**config.mk**
```make
export PLATFORM = sky130hd
export DESIGN_NAME = tvsp_sqrt
export DESIGN_NICKNAME = d
export VERILOG_FILES = /design/src/rtl/tvsp_pkg.sv /design/src/rtl/tvsp_sqrt.sv
export SDC_FILE = /design/constraint.sdc
export NUM_CORES = 1
export LEC_CHECK = 0
export BUFFER_PORTS_ARGS = -buffer_cell sky130_fd_sc_hd__buf_2
export CORE_AREA = 2 2 211 213
export CTS_BUF_LIST = sky130_fd_sc_hd__clkbuf_16
export DETAILED_ROUTE_END_ITERATION = 16
export DIE_AREA = 0 0 213 215
export GPL_TIMING_DRIVEN = 0
export SLEW_MARGIN = 15
export SYNTH_ARGS = -nofsm -noshare
export SYNTH_HDL_FRONTEND = slang
export SYNTH_SLANG_ARGS = --single-unit
```
**constraint.sdc**
```tcl
create_clock -name clk -period 11.5 [get_ports clk]
set_input_delay 1.725 -clock clk [delete_from_list [all_inputs] [get_ports clk]]
set_output_delay 1.725 -clock clk [all_outputs]
set_load 0.02 [all_outputs]
```
**src/rtl/tvsp_pkg.sv**
```systemverilog
// Shared types and constants for the TV subgradient perturbation block.
// No dependencies.
package tvsp_pkg;

	localparam int VOX_W  = 32;
	localparam int OUT_W  = 31;
	localparam int AIN_W  = 16;

	localparam logic [1:0] OP_LOAD    = 2'd0;
	localparam logic [1:0] OP_COMPUTE = 2'd1;
	localparam logic [1:0] OP_READ    = 2'd2;
	localparam logic [1:0] OP_NOP     = 2'd3;

	localparam logic [1:0] CFG_ROWS   = 2'd0;
	localparam logic [1:0] CFG_COLS   = 2'd1;
	localparam logic [1:0] CFG_SLICES = 2'd2;

	localparam logic [63:0] Q30_MAX     = 64'd1073741823;
	localparam logic [63:0] Q30_MIN_MAG = 64'd1073741824;

	typedef struct packed {
		logic busy;
		logic done;
	} unit_stat_t;

endpackage

```
**src/rtl/tvsp_sqrt.sv**
```systemverilog
// Iterative 64-bit integer square root, two radicand bits per cycle.
// Depends on tvsp_pkg.
module tvsp_sqrt (
	input  logic               clk,
	input  logic               arst_n,
	input  logic               start,
	input  logic [63:0]        radicand,
	output tvsp_pkg::unit_stat_t stat,
	output logic [31:0]        root
);

	logic        busy_q, done_q;
	logic [63:0] x_q, r_q, bit_q;
	logic [63:0] trial;

	assign trial = r_q + bit_q;
	assign stat.busy = busy_q;
	assign stat.done = done_q;
	assign root = r_q[31:0];

	always_ff @(posedge clk or negedge arst_n) begin
		if (!arst_n) begin
			busy_q <= 1'b0;
			done_q <= 1'b0;
		end else begin
			done_q <= 1'b0;
			if (start) begin
				busy_q <= 1'b1;
			end else if (busy_q && bit_q == 64'd1) begin
				busy_q <= 1'b0;
				done_q <= 1'b1;
			end
		end
	end

	always_ff @(posedge clk) begin
		if (start) begin
			x_q   <= radicand;
			r_q   <= 64'd0;
			bit_q <= 64'd1 << 62;
		end else if (busy_q) begin
			if (x_q >= trial) begin
				x_q <= x_q - trial;
				r_q <= (r_q >> 1) + bit_q;
			end else begin
				r_q <= r_q >> 1;
			end
			bit_q <= bit_q >> 2;
		end
	end

endmodule

```
==> run metrics, run 1 <==
Initial Util=34.4%; CP max FO=22; P per Cell Area=just over 200 nW/um^2; synth warn=0; CP arrival=a little over 8000 ps; Final ANT Viol Nets=0; initial antenna violation count=1; 1st-iter DRT viols=1247; Cell variety after synth=80; LEAKAGE=~7.0 nW; Total GRT Usage=between 20 and 25%; clk slew on worst S/H paths=approximately 90 ps; Setup Skew=approximately 19 ps; commonest cells after routing, fill and taps aside=nand2_1, nor2_1, o21ai_0, a21oi_1, ha_1; FFs w/ async S/R, synth=under 10%; Post-synth EDFFs=64; CTS tree=done; PortBufs=99; Final Wtd Congestion=~0.95; area leader, netlist=dfxtp_1; Die Span X=between 200 and 250 um; Post-Syn Instances=roughly 1900; First-pass DRT Iterations=6; via count=between 10000 and 15000; global-route wire length before repair=between 70000 and 80000 um; vias in the first global route=about 14000; CTS HTree Levels=4; P&R area growth vs syn=12.9%; die area=45800 um^2; CP startpoint kind=flip-flop; fillcell total=~4500; hpwl dp=between 40000 and 50000 um; drt total wl=roughly 51000 um; Max Clock Freq=between 100 and 150 MHz; Post-Route Setup TNS=0 ps; WS Path Type=reg2reg; top cells by area, synth=dfxtp_1, edfxtp_1, ha_1; die height=215 um; final setup violation count=0; RSZ-0062 raised after global routing=false; Hold Path Class=reg2reg; Mean Syn Cell Area=slightly below 8 um^2; CP Capture Type=flip-flop; total global routing overflow=0; status=completed; number of vias per cell=~5.7; largest net degree at the start of global routing=23; Core Region=about 44000 um^2; Setup Fix Bufs, Post-CTS=0; max-slew violation total from the final report=0; Clk Latency, worst-skew pair=about 480 ps; worst relative slew slack=a little under a quarter; Main synth FF type=dfxtp_1; cts bufs inserted=17; root buf cell=clkbuf_16; Hold WS=between 500 and 600 ps; post-route cell area=roughly 17000 um^2; register bit count reported by yosys=roughly 160; most common cell after layout, fill and taps aside=nand2_1; Final nets=2213; post-cts repair resize count=0; Slew @ Worst Pin=1150 ps; maximum vdd ir drop=around 0.11 mV; part of the cycle the worst path needs=69.0%; wire per inst=~19 um; DR DRC count=0; # rows=77; Design Power=3.52 mW; CTS Buffer Depth=2; Synth top area share=between 10 and 15%; share of cells above drive strength 1=between 10% and 20%; Hold Buf Count CTS=0; register area=around 4000 um^2; ANT cells=0; clock sink count=162; syn_nets=2092; Worst Path Required=about 12000 ps; area of the multi-input gates=approximately 10000 um^2; IO Count=101; endpoints failing hold=0; placed cell areas=16300 um^2; max-cap viol count=0; Synth Cell Area=15000 um^2; share of the yosys chip area belonging to registers=between 20 and 30%; fin crit period=slightly below 8000 ps
## critical path, cell delays in order (launching register included)
cell	delay, ps
dfxtp_1	400
ha_1	370
a31oi_1	150
o21bai_1	420
a21oi_1	220
o31ai_1	420
nand4_1	200
nand3_1	140
a21boi_0	140
o21ai_0	390
a31oi_1	160
xor2_1	180
ha_1	400
nand2_1	150
or4_1	570
nor4_1	740
nor3_1	140
a2111oi_2	530
a211oi_2	250
buf_4	290
buf_4	220
o21bai_4	510
buf_16	230
buf_16	180
buf_16	180
## area by class of cell
type	count	area share, %
Buffer	136	4.04
Clock buffer	17	2.51
Clock inverter	15	1.08
Inverter	23	0.509
Multi-Input combinational cell	1573	61.1
Sequential cell	162	23.0
Tap cell	592	4.37
Timing Repair Buffer	102	3.41
## registers in the layout, indices dropped and copies added (netlist names)
name,flops
bit_q,32
busy_q,1
done_q,1
r_q,64
x_q,64
## through the flow
stage	setup WS, ps	cells	utilization (%)
final	3570	2620	38.8
after global routing	3130	2620	38.8
after CTS	3650	2620	38.8
after detailed placement	3700	2588	37.5
after global placement	-493	2585	37.2
after floorplan	3260	1894	-
## path summary, 6_finish.rpt
path                         from     end  slack, ps  depth (start not counted)
setup reg to reg           r_q[2]  x_q[9]       3570                         24
min in group asynchronous  arst_n  done_q       1010                          1
max in group asynchronous  arst_n  busy_q      10400                          1
hold reg to reg            r_q[0]  r_q[0]        540                          2
hold / removal             r_q[0]  r_q[0]        540                          2
setup / recovery           r_q[2]  x_q[9]       3570                         24
## cell usage after synthesis, drive strengths merged, types with 23 or more instances
master,number
xor2,76
clkbuf,76
a21oi,138
nand4,48
mux2i,45
xnor2,81
dfxtp,96
nand3,26
nor3,25
o21bai,37
nor2,177
a21o,57
o21ai,182
edfxtp,64
a31oi,62
ha,130
nand2,218
a211oi,31
inv,23
buf,60
## logic make-up after synthesis
| logic type | synth area share, % |
|---|---|
| AND/OR/NAND/NOR | 18.2 |
| multiplexers | 3.52 |
| adder cells (fa/ha/maj) | 11.0 |
| XOR/XNOR | 9.16 |
| flip-flops | 25.9 |
| buffers and inverters | 5.14 |
| AO/OA/AOI/OAI | 27.1 |
## per-layer routing
metal	part of all wire, %	vias up	track usage [%]
met3	6.3	95	3.83
met2	46	519	36.4
met5	0	-	0
met1	45	7022	29.5
li1	-	7221	-
met4	2.7	0	7.30
## power by group
part | switching [mW] | internal, mW | leakage (nW)
Clock | 0.320 | 0.298 | 0.298
Combinational | 1.27 | 0.770 | 5.22
Sequential | 0.0679 | 0.795 | 1.47
Total | 1.66 | 1.86 | 6.98
Note: power is estimated with default switching activity, not from simulation.
==> inputs of run 2 (changes only) <==
Settings changed: ABC_AREA set to 1, CORE_AREA 2 2 211 213 to 2 2 244 246, DIE_AREA 0 0 213 215 to 0 0 246 248.
Clock period 11.5 ns to 7.6 ns, I/O delays scaled along.
==> run 2 against run 1 <==
Net effect:
- fmax is 41% higher
- utilization is 0.66 points lower
- synthesized cell count is 89% higher
- final cell count is 71% higher
==> run metrics, run 2 <==
status=completed; area leader, netlist=nand2_1; ANT cells=0 (unchanged); initial antenna violation count=0 (-1); Final ANT Viol Nets=0 (unchanged); GR Util met3=1.86% (-2.0 points); register area=3890 um^2 (unchanged); via count=23300 (+57%); Main synth FF type=dfxtp_1; top cells by area, synth=nand2_1, dfxtp_1, edfxtp_1; CP peak stage delay=760 ps (+20 ps); PortBufs=100 (+1.0%); Setup Skew=29.2 ps (+9.87 ps); largest net degree at the start of global routing=42 (+83%); CP startpoint kind=flip-flop; First-pass DRT Iterations=6 (unchanged); CP arrival=5840 ps (-2280 ps); IO Count=101 (unchanged); max-slew violation total from the final report=0 (unchanged); fillcell total=6679 (+48%); Final Wtd Congestion=1.01 (+6.3%); Top Registers=r_q (64), x_q (64), bit_q (32); post-cts repair resize count=0 (unchanged); Worst R2R Setup Slack=1960 ps (-1610 ps); clk slew on worst S/H paths=70 ps (-20 ps); Post-synth top cells=nand2_1, inv_1, nor2_1; cts bufs inserted=17 (unchanged); clock sink count=162 (unchanged); commonest cells after routing, fill and taps aside=nand2_1, inv_1, nor2_1, nand3_1, a21oi_1; CP dominant cell by count=nand2_1; Slew @ Worst Pin=1190 ps (+38.5 ps); # rows=89 (+16%); Post-Route Setup TNS=0 ps (unchanged); Post-Syn Instances=3586 (+89%); max-cap viol count=0 (unchanged); final design utilization=38.2% (-0.66 points); hpwl dp=71700 um (+78%); die height=248 um (+15%); Post-synth EDFFs=64 (unchanged); Initial Util=34.6% (+0.16 points); CTS Buffer Depth=2 (unchanged); CTS HTree Levels=4 (unchanged); Total GRT Usage=27.7% (+5.5 points); Worst Path Required=7800 ps (-3890 ps); top-count cell post-synth=nand2_1; Hold Buf Count CTS=0 (unchanged); root buf cell=clkbuf_16; CTS tree=done; drt total wl=84700 um (+66%); 1st-iter DRT viols=2096 (+68%); fin crit period=5640 ps (-2290 ps); Final nets=3904 (+76%); number of vias per cell=5.18 (-8.7%); CP max FO=41 (+86%); final setup violation count=0 (unchanged); Synth top area share=22.5% (+9.7 points); P&R area growth vs syn=10.5%; register bit count reported by yosys=162 (unchanged); die area=61000 um^2 (+33%); CP Capture Type=flip-flop; CP max-delay cell=o21ai_0; worst relative slew slack=20.5% (-2.6 points); WS Path Type=reg2reg; synth warn=0 (unchanged); Critical Path, Cell by Cell=ha_1 > nand2_1 > inv_1 > nand3_1 > nor2_1 > nand3_1 > o21ai_0 > a21oi_1 > xor2_1 > ha_1 > nand2_1 > inv_1 > nand2_1 > nand2_1 > a21oi_1 > nand2_1 > a21oi_4 > nand2_4 > nand2_2 > buf_2 > nand2_4 > buf_16; area of the multi-input gates=13800 um^2 (+33%); GR Util met2=47.1% (+11 points); RSZ-0062 raised after global routing=false; part of the cycle the worst path needs=74.2% (+5.2 points); worst reg-to-reg path cell count=22 (-8.3%); vias in the first global route=22100 (+55%); Cell variety after synth=49 (-39%); endpoints failing hold=0 (unchanged); wire per inst=18.9 um (-3.0%); global routing's busiest layer=met2; Design Power=8.43 mW (+140%); maximum vdd ir drop=0.192 mV (+73%); share of the yosys chip area belonging to registers=19.3% (-6.7 points); Die Span X=246 um (+15%); Synth Cell Area=20200 um^2 (+35%); Core Region=58500 um^2 (+34%); P per Cell Area=378 nW/um^2 (+82%); Mean Syn Cell Area=5.63 um^2 (-29%); FFs w/ async S/R, synth=1.23% (unchanged); LEAKAGE=10.4 nW (+49%); Clk Latency, worst-skew pair=500 ps (+20 ps); Hold Path Class=in2async; total global routing overflow=0 (unchanged); most common cell after layout, fill and taps aside=nand2_1; Max Clock Freq=177 MHz (+41%); share of cells above drive strength 1=6.83% (-4.6 points); Setup Fix Bufs, Post-CTS=0 (unchanged); syn_nets=3784 (+81%); global-route wire length before repair=127000 um (+61%); DR DRC count=0 (unchanged); met1 Use GR=36.2% (+6.7 points)
run 2: kinds of logic (layout without fill, tap and decap cells):
logic type,count (synthesis),after routing,share of synthesized area [%]
and+or+nand+nor,2108,2108,43.1
xor gates and xnor gates,100,100,4.33
buffers and inverters,617,750,12.6
DFF,162,162,19.3
adders and majority gates,131,131,8.15
AOI/OAI and AO/OA,468,468,12.6
run 2: report_power, final:
| group | switching (mW) | internal (mW) | total [mW] |
|---|---|---|---|
| Sequential | 0.298 | 1.31 | 1.61 |
| Combinational | 3.89 | 1.97 | 5.86 |
| Clock | 0.446 | 0.515 | 0.962 |
| Total | 4.64 | 3.79 | 8.43 |
run 2: per-layer routing:
layer	share of wire (%)	wire (um)
met1	44	36900
met4	4.4	3700
met5	0	0
met2	46	38900
met3	6.1	5170
run 2: worst max-delay path: cells and delay by family, from the launching register on:
kind | cells | cell delay, ps
fa+ha+maj | 2 | 770
simple gates | 11 | 1580
xor+xnor | 1 | 370
buf+inv | 4 | 750
compound gates | 4 | 1450
flops | 1 | 370
run 2: path summary, 6_finish.rpt:
check,from,endpoint
min in group clk,r_q[0],r_q[0]
max in group asynchronous,arst_n,done_q
hold / removal,arst_n,busy_q
setup / recovery,bit_q[20],x_q[6]
hold reg to reg,r_q[0],r_q[0]
setup reg to reg,bit_q[20],x_q[6]
run 2: per-stage QoR:
stage,worst slack [ps],std cells,cell area [um^2],hold WS (ps)
final,1960,4492,22300,466
after global routing,1610,4492,22300,450
after CTS,2120,4492,22300,451
after detailed placement,2170,4460,21700,503
after global placement,278,4459,21700,495
after floorplan,2640,3586,20200,463
run 2: area by class of cell:
class | count | share of cell area [%]
Inverter | 495 | 8.32
Buffer | 122 | 3.05
Timing Repair Buffer | 101 | 2.36
Tap cell | 773 | 4.33
Sequential cell | 162 | 17.4
Clock inverter | 14 | 0.751
Multi-Input combinational cell | 2807 | 61.7
Clock buffer | 18 | 2.02
