--- config.mk ---
export PLATFORM = sky130hd
export DESIGN_NAME = tvsp_div
export DESIGN_NICKNAME = d
export VERILOG_FILES = /design/src/rtl/tvsp_pkg.sv /design/src/rtl/tvsp_div.sv
export SDC_FILE = /design/constraint.sdc
export NUM_CORES = 1
export LEC_CHECK = 0
export BUFFER_PORTS_ARGS = -buffer_cell sky130_fd_sc_hd__clkbuf_2
export CAP_MARGIN = 20
export CORE_AREA = 4 4 120 122
export CTS_BUF_LIST = sky130_fd_sc_hd__clkbuf_4 sky130_fd_sc_hd__clkbuf_8
export DETAILED_ROUTE_END_ITERATION = 8
export DIE_AREA = 0 0 124 126
export PLACE_DENSITY = 0.81
export SYNTH_ARGS = -nofsm -noshare
export SYNTH_HDL_FRONTEND = slang
export SYNTH_SLANG_ARGS = --single-unit
export TNS_END_PERCENT = 20
--- constraint.sdc ---
create_clock -name clk -period 3.85 [get_ports clk]
set_input_delay 0.385 -clock clk [delete_from_list [all_inputs] [get_ports clk]]
set_output_delay 0.385 -clock clk [all_outputs]
set_load 0.02 [all_outputs]
--- src/rtl/tvsp_pkg.sv ---
// Shared types and constants for the TV subgradient perturbation block.
// No dependencies.
package tvsp_pkg;

	localparam int VOX_W  = 32;
	localparam int OUT_W  = 31;
	localparam int AIN_W  = 16;

	localparam logic [1:0] OP_LOAD    = 2'd0;
	localparam logic [1:0] OP_COMPUTE = 2'd1;
	localparam logic [1:0] OP_READ    = 2'd2;
	localparam logic [1:0] OP_NOP     = 2'd3;

	localparam logic [1:0] CFG_ROWS   = 2'd0;
	localparam logic [1:0] CFG_COLS   = 2'd1;
	localparam logic [1:0] CFG_SLICES = 2'd2;

	localparam logic [63:0] Q30_MAX     = 64'd1073741823;
	localparam logic [63:0] Q30_MIN_MAG = 64'd1073741824;

	typedef struct packed {
		logic busy;
		logic done;
	} unit_stat_t;

endpackage

--- src/rtl/tvsp_div.sv ---
// Iterative restoring divider, 64-bit dividend by 32-bit divisor, one bit per cycle.
// Depends on tvsp_pkg.
module tvsp_div (
	input  logic               clk,
	input  logic               arst_n,
	input  logic               start,
	input  logic [63:0]        dividend,
	input  logic [31:0]        divisor,
	output tvsp_pkg::unit_stat_t stat,
	output logic [63:0]        quotient
);

	logic        busy_q, done_q;
	logic [5:0]  cnt_q;
	logic [63:0] num_q;
	logic [31:0] rem_q, den_q;
	logic [32:0] trial;
	logic        fits;

	assign trial = {rem_q, num_q[63]};
	assign fits = trial >= {1'b0, den_q};
	assign stat.busy = busy_q;
	assign stat.done = done_q;
	assign quotient = num_q;

	always_ff @(posedge clk or negedge arst_n) begin
		if (!arst_n) begin
			busy_q <= 1'b0;
			done_q <= 1'b0;
			cnt_q  <= 6'd0;
		end else begin
			done_q <= 1'b0;
			if (start) begin
				busy_q <= 1'b1;
				cnt_q  <= 6'd0;
			end else if (busy_q) begin
				cnt_q <= cnt_q + 6'd1;
				if (cnt_q == 6'd63) begin
					busy_q <= 1'b0;
					done_q <= 1'b1;
				end
			end
		end
	end

	always_ff @(posedge clk) begin
		if (start) begin
			num_q <= dividend;
			rem_q <= 32'd0;
			den_q <= divisor;
		end else if (busy_q) begin
			rem_q <= fits ? 32'(trial - {1'b0, den_q}) : trial[31:0];
			num_q <= {num_q[62:0], fits};
		end
	end

endmodule

==> results of run 1 <==
layer usage:
metal	share of wire	global-route usage
met3	0.085	0.0870
met4	0.015	0.0702
met1	0.39	0.262
met2	0.51	0.374
met5	0	0
layout by cell type (no fill, tap or decap), drive strengths merged, types with 4 or more instances in the layout:
cell type	Yosys	final
dfxtp	32	32
o21a	6	6
edfxtp	96	96
nand4	8	8
nor2	47	47
dfrtp	8	8
a21o	15	15
bufinv	0	5
o21ai	27	27
nor3	9	9
clkinv	0	7
xnor2	16	16
a31oi	4	4
xor2	15	15
nand3	5	5
a21oi	37	37
a211oi	20	20
ha	33	33
o211ai	4	4
buf	15	9
nand2	47	47
inv	38	39
mux2	67	67
clkbuf	14	180
mux2i	25	25
o21bai	4	4
state kept, by name (all words and copies together), names as in the netlist:
name	flops
quotient	64
den_q	32
rem_q	32
cnt_q	6
busy_q	1
done_q	1
cell type report:
cell class / count / area [um2]
fill: 998 / 4470
sequential: 136 / 3720
multi-input combinational: 427 / 3300
timing repair buffer: 173 / 893
clock buffer: 17 / 234
tap: 176 / 220
clock inverter: 14 / 205
inverter: 38 / 143
critical path, stage by stage, from the launching register on:
cell and delay (ns):
edfxtp_1 0.38, inv_1 0.06, ha_1 0.22, fa_1 0.43
nor2b_2 0.20, o21bai_4 0.08, a211oi_4 0.32, o21ai_2 0.11
a31o_1 0.23, a311o_1 0.30, o21a_1 0.21, mux2_1 0.30
o311ai_1 0.07
cell families after synthesis:
kind of cell,after synthesis,share of synthesized area
and+or+nand+nor,140,0.0888
AOI/OAI and AO/OA,130,0.127
buffers and inverters,68,0.0438
adders and majority gates,34,0.0589
xor gates and xnor gates,31,0.0370
DFF,136,0.507
muxes,92,0.137
power by group through the flow:
| stage | Sequential [uW] | Combinational (uW) | Clock (uW) |
|---|---|---|---|
| 2_1_floorplan | 2080 | 1590 | 0 |
| 3_3_place_gp | 2000 | 2020 | 0 |
| 3_5_place_dp | 2020 | 2090 | 0 |
| 4_1_cts | 1990 | 2090 | 1340 |
| 5_1_grt | 2020 | 2310 | 1400 |
| 6_report | 1990 | 2100 | 1310 |
repair_timing:
action / 4_1_cts / 5_1_grt
hold buffers: 1 / 0
setup endpoints to repair: 0 / 0
endpoints found under the hold margin: 8 / 0
buffers inserted: 0 / 0
path summary, 6_finish.rpt:
| path | slack [ns] | to | cells past startpoint |
|---|---|---|---|
| max | 0.83 | rem_q[30] | 12 |
| min | 0.11 | den_q[13] | 1 |
| max reg2reg | 0.83 | rem_q[30] | 12 |
| min reg2reg | 0.47 | rem_q[27] | 2 |
| max in group asynchronous | 3.33 | cnt_q[2] | 2 |
| min in group asynchronous | 0.34 | cnt_q[1] | 2 |
through the flow:
stage,hold slack [ns],utilization,power [uW],setup slack [ns]
after floorplan,0.0894,-,3670,0.936
after global placement,0.233,0.627,4030,0.955
after detailed placement,0.246,0.627,4100,0.868
after CTS,0.0763,0.661,5420,0.861
after global routing,0.0730,0.661,5740,0.672
final,0.108,0.661,5400,0.833
==> results.py, run 1 <==
metrics = {
    "worst_setup_path": {
        "crit_fanout": 4,
        "startpoint_type": "flop",
        "cp.required_ns": 4.19,
        "worstSetupStartpoint": "quotient[63]",
        "crit_type": "flop to flop",
        "cp-end-kind": "flop",
        "r2r-start": "quotient[63]",
        "arrival_ns": 3.36,
    },
    "yosys": {
        "synth_warnings": 0,
        "synth_seq_cells": 136,
        "synth_top_flop_cell": "edfxtp_1",
        "synth_edf_count": 96,
        "synth.top_cell.area_share": 0.393,
        "avgSynthCellArea_um2": 11.6,
        "ys_seq_area_frac": 0.507,
        "yosysMostFrequentCell": "edfxtp_1",
        "yosysTopAreaCell": "edfxtp_1",
        "synth_area_leaders": "edfxtp_1 (39%), mux2_2 (10%), dfxtp_1 (8.7%), ha_1 (5.6%), mux2i_1 (3.4%)",
        "syn_area_um2": 7340,
        "syn-num-nets": 764,
        "syn-instance-count": 631,
        "synthDistinctLibCells": 72,
        "async_flop_share": 0.0588,
        "synthTopCellsByCount": "edfxtp_1 (96), mux2_2 (65), nor2_1 (47), nand2_1 (46), inv_1 (38)",
    },
    "route": {
        "via_per_inst": 5.53,
        "post_drt_wl_per_cell_um": 16.9,
        "routed_wl_mm": 16.6,
        "drc": 0,
        "first_pass_iters": 5,
        "via_count": 5428,
        "drt.antenna.violating_nets": 0,
        "drt_iter0_drc": 304,
    },
    "placed_design": {
        "dpl-instance-area_um2": 8270,
        "portBuffers": 164,
        "placed_cells_incl_taps": 949,
        "hpwl_mm": 12.4,
        "place.gp.congestion": 0.949,
    },
    "power_and_ir_drop": {
        "p_int_uw": 3510,
        "ir_drop_v": 0.000277,
        "pwr-share-seq": 0.369,
        "power.leakage_uw": 0.00378,
        "combPwrFrac": 0.388,
        "switching_share": 0.350,
        "pwr-share-clk": 0.243,
        "powerDensity_nw_per_um2": 619,
        "p_sw_uw": 1890,
    },
    "floorplanning": {
        "die-area_um2": 15600,
        "chipWidth_um": 124,
        "start_util": 0.557,
        "pin_count": 165,
        "num_rows": 42,
        "die_h_um": 126,
        "core_um2": 13200,
    },
    "worst_hold_path": {
        "hold_start": "divisor[13]",
        "hp-class": "input pin to flop",
    },
    "status": {
        "status": "finished clean",
    },
    "sta": {
        "skew_ns": 0.0193,
        "max_slew_margin": 0.504,
        "grt_setup_unrepaired": "false",
        "tns_ns": 0,
        "final-max-slew-violation-count": 0,
        "min_period_ns": 3.02,
        "max_clock_freq_ghz": 0.331,
        "hold_viol": 0,
        "setup_viol": 0,
        "worst_pin_slew_ns": 0.743,
        "finalCritPeriodShare": 0.784,
    },
    "finish": {
        "design_area_um2": 8720,
        "drive_gt1_frac": 0.359,
        "nNetsFinal": 926,
        "insertedDiodeCount": 0,
        "syn_to_final_growth_pct": 18.7,
        "stdcell_count": 981,
    },
    "cts": {
        "path_clk_slew_ns": 0.09,
        "cts_tree": "built",
        "clock_tree.buffer_depth": 2,
        "clockRootBuffer": "clkbuf_8",
        "cts_max_level": 4,
        "post_cts_resized": 0,
        "clkLatencyLatePin_ns": 0.44,
        "numCtsBuffers": 17,
        "cts.sinks": 136,
    },
    "global_route": {
        "grt_antenna_before_repair": 0,
        "grt_pass1_vias": 5766,
        "grt_max_degree": 55,
        "track_usage": 0.223,
        "grt_pass1_wl_mm": 27.6,
        "overflow": 0,
    },
    "run": {
        "maxCapViolCount": 0,
    },
}
Power figures use the tool's default switching activity.
==> run 2: changes to the inputs <==
==> constraint.sdc (replaced) <==
create_clock -name clk -period 2.88 [get_ports clk]
set_input_delay 0.288 -clock clk [delete_from_list [all_inputs] [get_ports clk]]
set_output_delay 0.288 -clock clk [all_outputs]
set_load 0.02 [all_outputs]
==> run 2 against run 1 <==
Against the previous run:
- flip-flop and latch count did not move
- fmax rose by 6.5%
- critical path type unchanged
- non-clock buffer count rose by 40
- via count rose by 3.1%
- global-route usage rose by 0.31 points
- final area rose by 5.0%
- largest cell class unchanged
- critical endpoint unchanged
- first-iteration DRC count rose by 2.0%
==> results.py, run 2 (synthesis gave the netlist of run 1 again) <==
metrics = {
    "sta": {
        "grt_setup_unrepaired": "true",
        "tns_ns": 0,
        "max_slew_margin": 0.650,
        "worst_pin_slew_ns": 0.524,
        "hold_viol": 0,
        "setup_ws_ns": 0.0461,
        "skew_ns": 0.0144,
        "max_clock_freq_ghz": 0.353,
        "hold-worst-slack_ns": 0.0295,
        "setup_viol": 0,
        "final-max-slew-violation-count": 0,
        "finalCritPeriodShare": 0.984,
        "min_period_ns": 2.83,
    },
    "cts": {
        "clockRootBuffer": "clkbuf_8",
        "clkLatencyLatePin_ns": 0.45,
        "numCtsBuffers": 17,
        "cts_tree": "built",
        "cts_max_level": 4,
        "cts.sinks": 136,
        "path_clk_slew_ns": 0.08,
        "clock_tree.buffer_depth": 2,
    },
    "worst_setup_path": {
        "crit_family": "compound AO/OA/AOI/OAI gates",
        "arrival_ns": 3.20,
        "worstPathCellList": "inv_1, ha_2, fa_2, nor2b_4, o21bai_4, a211oi_4, o21ai_2, a31o_1, a311o_1, o21a_1, mux2_4, o311ai_1",
        "cp.required_ns": 3.24,
        "crit_type": "flop to flop",
        "crit_fanout": 4,
        "startpoint_type": "flop",
        "cpMaxStageDelayCell": "fa_2",
        "cp-end-kind": "flop",
        "critPathMaxStageDelay_ns": 0.38,
        "cp_num_buf_inv": 1,
    },
    "floorplanning": {
        "num_rows": 42,
        "die-area_um2": 15600,
        "chipWidth_um": 124,
        "core_um2": 13200,
        "start_util": 0.557,
        "pin_count": 165,
        "die_h_um": 126,
    },
    "power_and_ir_drop": {
        "combPwrFrac": 0.418,
        "switching_share": 0.361,
        "p_int_uw": 4690,
        "pwr-share-seq": 0.364,
        "pwr-share-clk": 0.218,
        "total_power_uw": 7340,
        "powerDensity_nw_per_um2": 802,
        "power.leakage_uw": 0.00396,
        "ir_drop_v": 0.000546,
        "p_sw_uw": 2650,
    },
    "route": {
        "via_count": 5595,
        "drt.antenna.violating_nets": 0,
        "via_per_inst": 5.47,
        "drt_iter0_drc": 310,
        "post_drt_wl_per_cell_um": 16.5,
        "routed_wl_mm": 16.8,
        "first_pass_iters": 4,
        "drc": 0,
    },
    "run": {
        "maxCapViolCount": 0,
    },
    "finish": {
        "nNetsFinal": 966,
        "syn_to_final_growth_pct": 24.6,
        "final_common_cell": "clkbuf_2",
        "design_area_um2": 9150,
        "layout_common_cells": "clkbuf_2 (163), edfxtp_1 (96), mux2_2 (65)",
        "insertedDiodeCount": 0,
        "drive_gt1_frac": 0.370,
        "largest_reg_flops": 64,
    },
    "placed_design": {
        "place.gp.congestion": 0.927,
        "dpl-instance-area_um2": 8370,
        "post-place-ws_ns": 0.0249,
        "hpwl_mm": 12.2,
        "portBuffers": 164,
    },
    "worst_hold_path": {
        "hp-class": "input pin to flop",
    },
    "global_route": {
        "grt_pass1_wl_mm": 27.9,
        "grt_antenna_before_repair": 0,
        "overflow": 0,
        "track_usage": 0.226,
        "grt_pass1_vias": 5929,
        "grt_max_degree": 76,
    },
    "status": {
        "status": "finished clean",
    },
}
run 2: changes by cell type in the layout (fill, tap and decap cells not counted), moves of 3 or more:
cell and delta:
buf_12 +5, dlygate4sd3_1 +28, clkinv_1 -3, buf_4 +7
inv_6 +4, clkinvlp_4 +4, bufinv_16 -3
run 2: worst paths after layout:
| kind | cells past startpoint | slack [ns] | to | from |
|---|---|---|---|---|
| worst max register to register | 12 | 0.05 | rem_q[30] | quotient[63] |
| worst min-delay path | 1 | 0.03 | den_q[13] | divisor[13] |
| min in group asynchronous | 2 | 0.21 | cnt_q[2] | arst_n |
| max in group asynchronous | 2 | 2.49 | cnt_q[3] | arst_n |
| worst min register to register | 2 | 0.47 | rem_q[25] | rem_q[25] |
| worst max-delay path | 12 | 0.05 | rem_q[30] | quotient[63] |
run 2: final cells by class:
class / instances / area, um2
clock buffer: 20 / 263
clock inverter: 12 / 141
fill: 955 / 4040
inverter: 38 / 143
multi-input combinational: 427 / 3340
sequential: 136 / 3720
tap: 176 / 220
timing repair buffer: 213 / 1330
run 2: timing repair:
| item | in CTS | in global routing |
|---|---|---|
| hold buffers | 29 | 0 |
| pin swaps | 1 | 5 |
| hold endpoints to repair | 36 | 0 |
| resized for setup | 2 | 6 |
| setup buffers | 0 | 6 |
| setup endpoints to repair | 1 | 32 |
run 2: power groups by stage:
stage                     Sequential [uW]  Combinational, uW  Clock [uW]
after detailed placement             2690               2890           0
after floorplan                      2780               2130           0
after CTS                            2670               2950        1640
after global routing                 2710               3340        1730
final                                2670               3070        1600
after global placement               2680               2800           0
run 2: worst register-to-register path: stages, from the launching register on:
cell and delay [ns]:
edfxtp_1 0.36, inv_1 0.06, ha_2 0.20, fa_2 0.38, nor2b_4 0.16, o21bai_4 0.08, a211oi_4 0.29, o21ai_2 0.12
a31o_1 0.24, a311o_1 0.30, o21a_1 0.21, mux2_4 0.29, o311ai_1 0.06
run 2: per-layer routing:
| layer | vias to the layer above | GRT usage | share of wire |
|---|---|---|---|
| li1 | 2711 | - | - |
| met5 | - | 0 | 0 |
| met2 | 190 | 0.383 | 0.50 |
| met1 | 2654 | 0.262 | 0.40 |
| met4 | 0 | 0.0799 | 0.024 |
| met3 | 40 | 0.0825 | 0.077 |
run 2: metrics by stage:
stage | util | cells
after CTS | 0.688 | 1016
after floorplan | - | 631
after global routing | 0.694 | 1022
after global placement | 0.634 | 955
final | 0.694 | 1022
after detailed placement | 0.634 | 955
==> run 3: changes to the inputs <==
--- a/config.mk
+++ b/config.mk
@@ -12,6 +12,7 @@
 export DETAILED_ROUTE_END_ITERATION = 8
 export DIE_AREA = 0 0 124 126
 export PLACE_DENSITY = 0.81
+export RECOVER_POWER = 25
 export SYNTH_ARGS = -nofsm -noshare
 export SYNTH_HDL_FRONTEND = slang
 export SYNTH_SLANG_ARGS = --single-unit
==> run 3 against run 2 <==
Against the previous run:
- clock-buffer cell count did not move
- non-clock buffer count is the same
- final area about the same
==> results.py, run 3 (synthesis gave the netlist of run 1 again) <==
metrics = {
    "sta": {
        "hold_viol": 0,
        "max_clock_freq_ghz": 0.353,
        "hold-worst-slack_ns": 0.0300,
        "worst_pin_slew_ns": 0.527,
        "min_period_ns": 2.83,
        "max_slew_margin": 0.649,
        "final-max-slew-violation-count": 0,
        "skew_ns": 0.0145,
        "tns_ns": 0,
        "finalCritPeriodShare": 0.984,
        "grt_setup_unrepaired": "true",
        "setup_viol": 0,
    },
    "power_and_ir_drop": {
        "ir_drop_v": 0.000546,
        "total_power_uw": 7340,
        "power.leakage_uw": 0.00396,
        "powerDensity_nw_per_um2": 802,
    },
    "finish": {
        "multiInputGateArea_um2": 3340,
        "largest_reg_flops": 64,
        "layout_common_cells": "clkbuf_2 (161), edfxtp_1 (96), mux2_2 (65)",
        "final_common_cell": "clkbuf_2",
        "area.sequential_um2": 3720,
        "drive_gt1_frac": 0.368,
        "insertedDiodeCount": 0,
        "stdcell_count": 1022,
        "syn_to_final_growth_pct": 24.6,
        "fillers": 957,
        "nNetsFinal": 966,
    },
    "worst_setup_path": {
        "cp.required_ns": 3.24,
        "arrival_ns": 3.20,
        "startpoint_type": "flop",
        "cp-end-kind": "flop",
        "crit_fanout": 4,
        "crit_type": "flop to flop",
    },
    "floorplanning": {
        "chipWidth_um": 124,
        "start_util": 0.557,
        "die_h_um": 126,
        "num_rows": 42,
        "core_um2": 13200,
        "pin_count": 165,
        "die-area_um2": 15600,
    },
    "run": {
        "maxCapViolCount": 0,
    },
    "global_route": {
        "overflow": 0,
        "grt_pass1_wl_mm": 27.9,
        "grt_max_degree": 76,
        "grt_antenna_before_repair": 0,
        "track_usage": 0.226,
        "grt_pass1_vias": 5929,
    },
    "cts": {
        "clock_tree.buffer_depth": 2,
        "cts.sinks": 136,
        "cts_max_level": 4,
        "numCtsBuffers": 17,
        "cts_tree": "built",
        "clockRootBuffer": "clkbuf_8",
        "path_clk_slew_ns": 0.08,
        "clkLatencyLatePin_ns": 0.45,
    },
    "route": {
        "via_per_inst": 5.47,
        "routed_wl_mm": 16.8,
        "first_pass_iters": 4,
        "drt_iter0_drc": 311,
        "post_drt_wl_per_cell_um": 16.5,
        "via_count": 5593,
        "drt.antenna.violating_nets": 0,
        "drc": 0,
    },
    "placed_design": {
        "hpwl_mm": 12.2,
        "placed_cells_incl_taps": 955,
        "portBuffers": 164,
        "place.gp.congestion": 0.927,
    },
    "worst_hold_path": {
        "hp-class": "input pin to flop",
    },
    "status": {
        "status": "finished clean",
    },
}
## run 3: per-layer routing
layer,GRT usage,routed length (um),up-vias
met5,0,0,-
met2,0.383,8410,186
li1,-,-,2710
met1,0.262,6730,2657
met4,0.0799,409,0
met3,0.0825,1280,40
## run 3: path summary, 6_finish.rpt
kind                               from   endpoint  slack (ns)  depth (start not counted)
max                        quotient[63]  rem_q[30]        0.05                         12
min                         divisor[13]  den_q[13]        0.03                          1
max reg2reg                quotient[63]  rem_q[30]        0.05                         12
min reg2reg                   rem_q[25]  rem_q[25]        0.47                          2
max in group asynchronous        arst_n   cnt_q[3]        2.29                          2
min in group asynchronous        arst_n   cnt_q[0]        0.28                          2
## run 3: power breakdown
group	internal (uW)	leakage [uW]	switching, uW
Clock	824	0.000190	778
Sequential	2440	0.00136	230
Combinational	1430	0.00241	1640
Total	4690	0.00396	2650
## run 3: timing repair
action / 4_1_cts / 5_1_grt
cloned: 0 / 0
hold endpoints to repair: 36 / 0
endpoints found under the setup margin: 1 / 32
pin swaps: 1 / 5
hold buffers: 29 / 0
buffers inserted: 0 / 6
resized for setup: 2 / 6
## run 3: per-stage QoR
step	setup slack [ns]	instance area (um2)	util
2_1_floorplan	0.0567	7350	-
3_3_place_gp	0.0939	8370	0.634
3_5_place_dp	0.0249	8370	0.634
4_1_cts	0.0375	9070	0.688
5_1_grt	-0.0382	9150	0.694
6_report	0.0462	9150	0.694
## run 3: cell type report
cell class | instances | share of cell area
clock buffer | 20 | 0.0287
clock inverter | 12 | 0.0155
inverter | 38 | 0.0156
multi-input combinational | 427 | 0.365
sequential | 136 | 0.407
tap | 176 | 0.0241
timing repair buffer | 213 | 0.145
## run 3: critical path, stage by stage, from the launching register on
cell and delay [ns]:
edfxtp_1 0.36, inv_1 0.06, ha_2 0.20, fa_2 0.38, nor2b_4 0.16, o21bai_4 0.08, a211oi_4 0.29, o21ai_2 0.11
a31o_1 0.24, a311o_1 0.30, o21a_1 0.21, mux2_4 0.29, o311ai_1 0.06
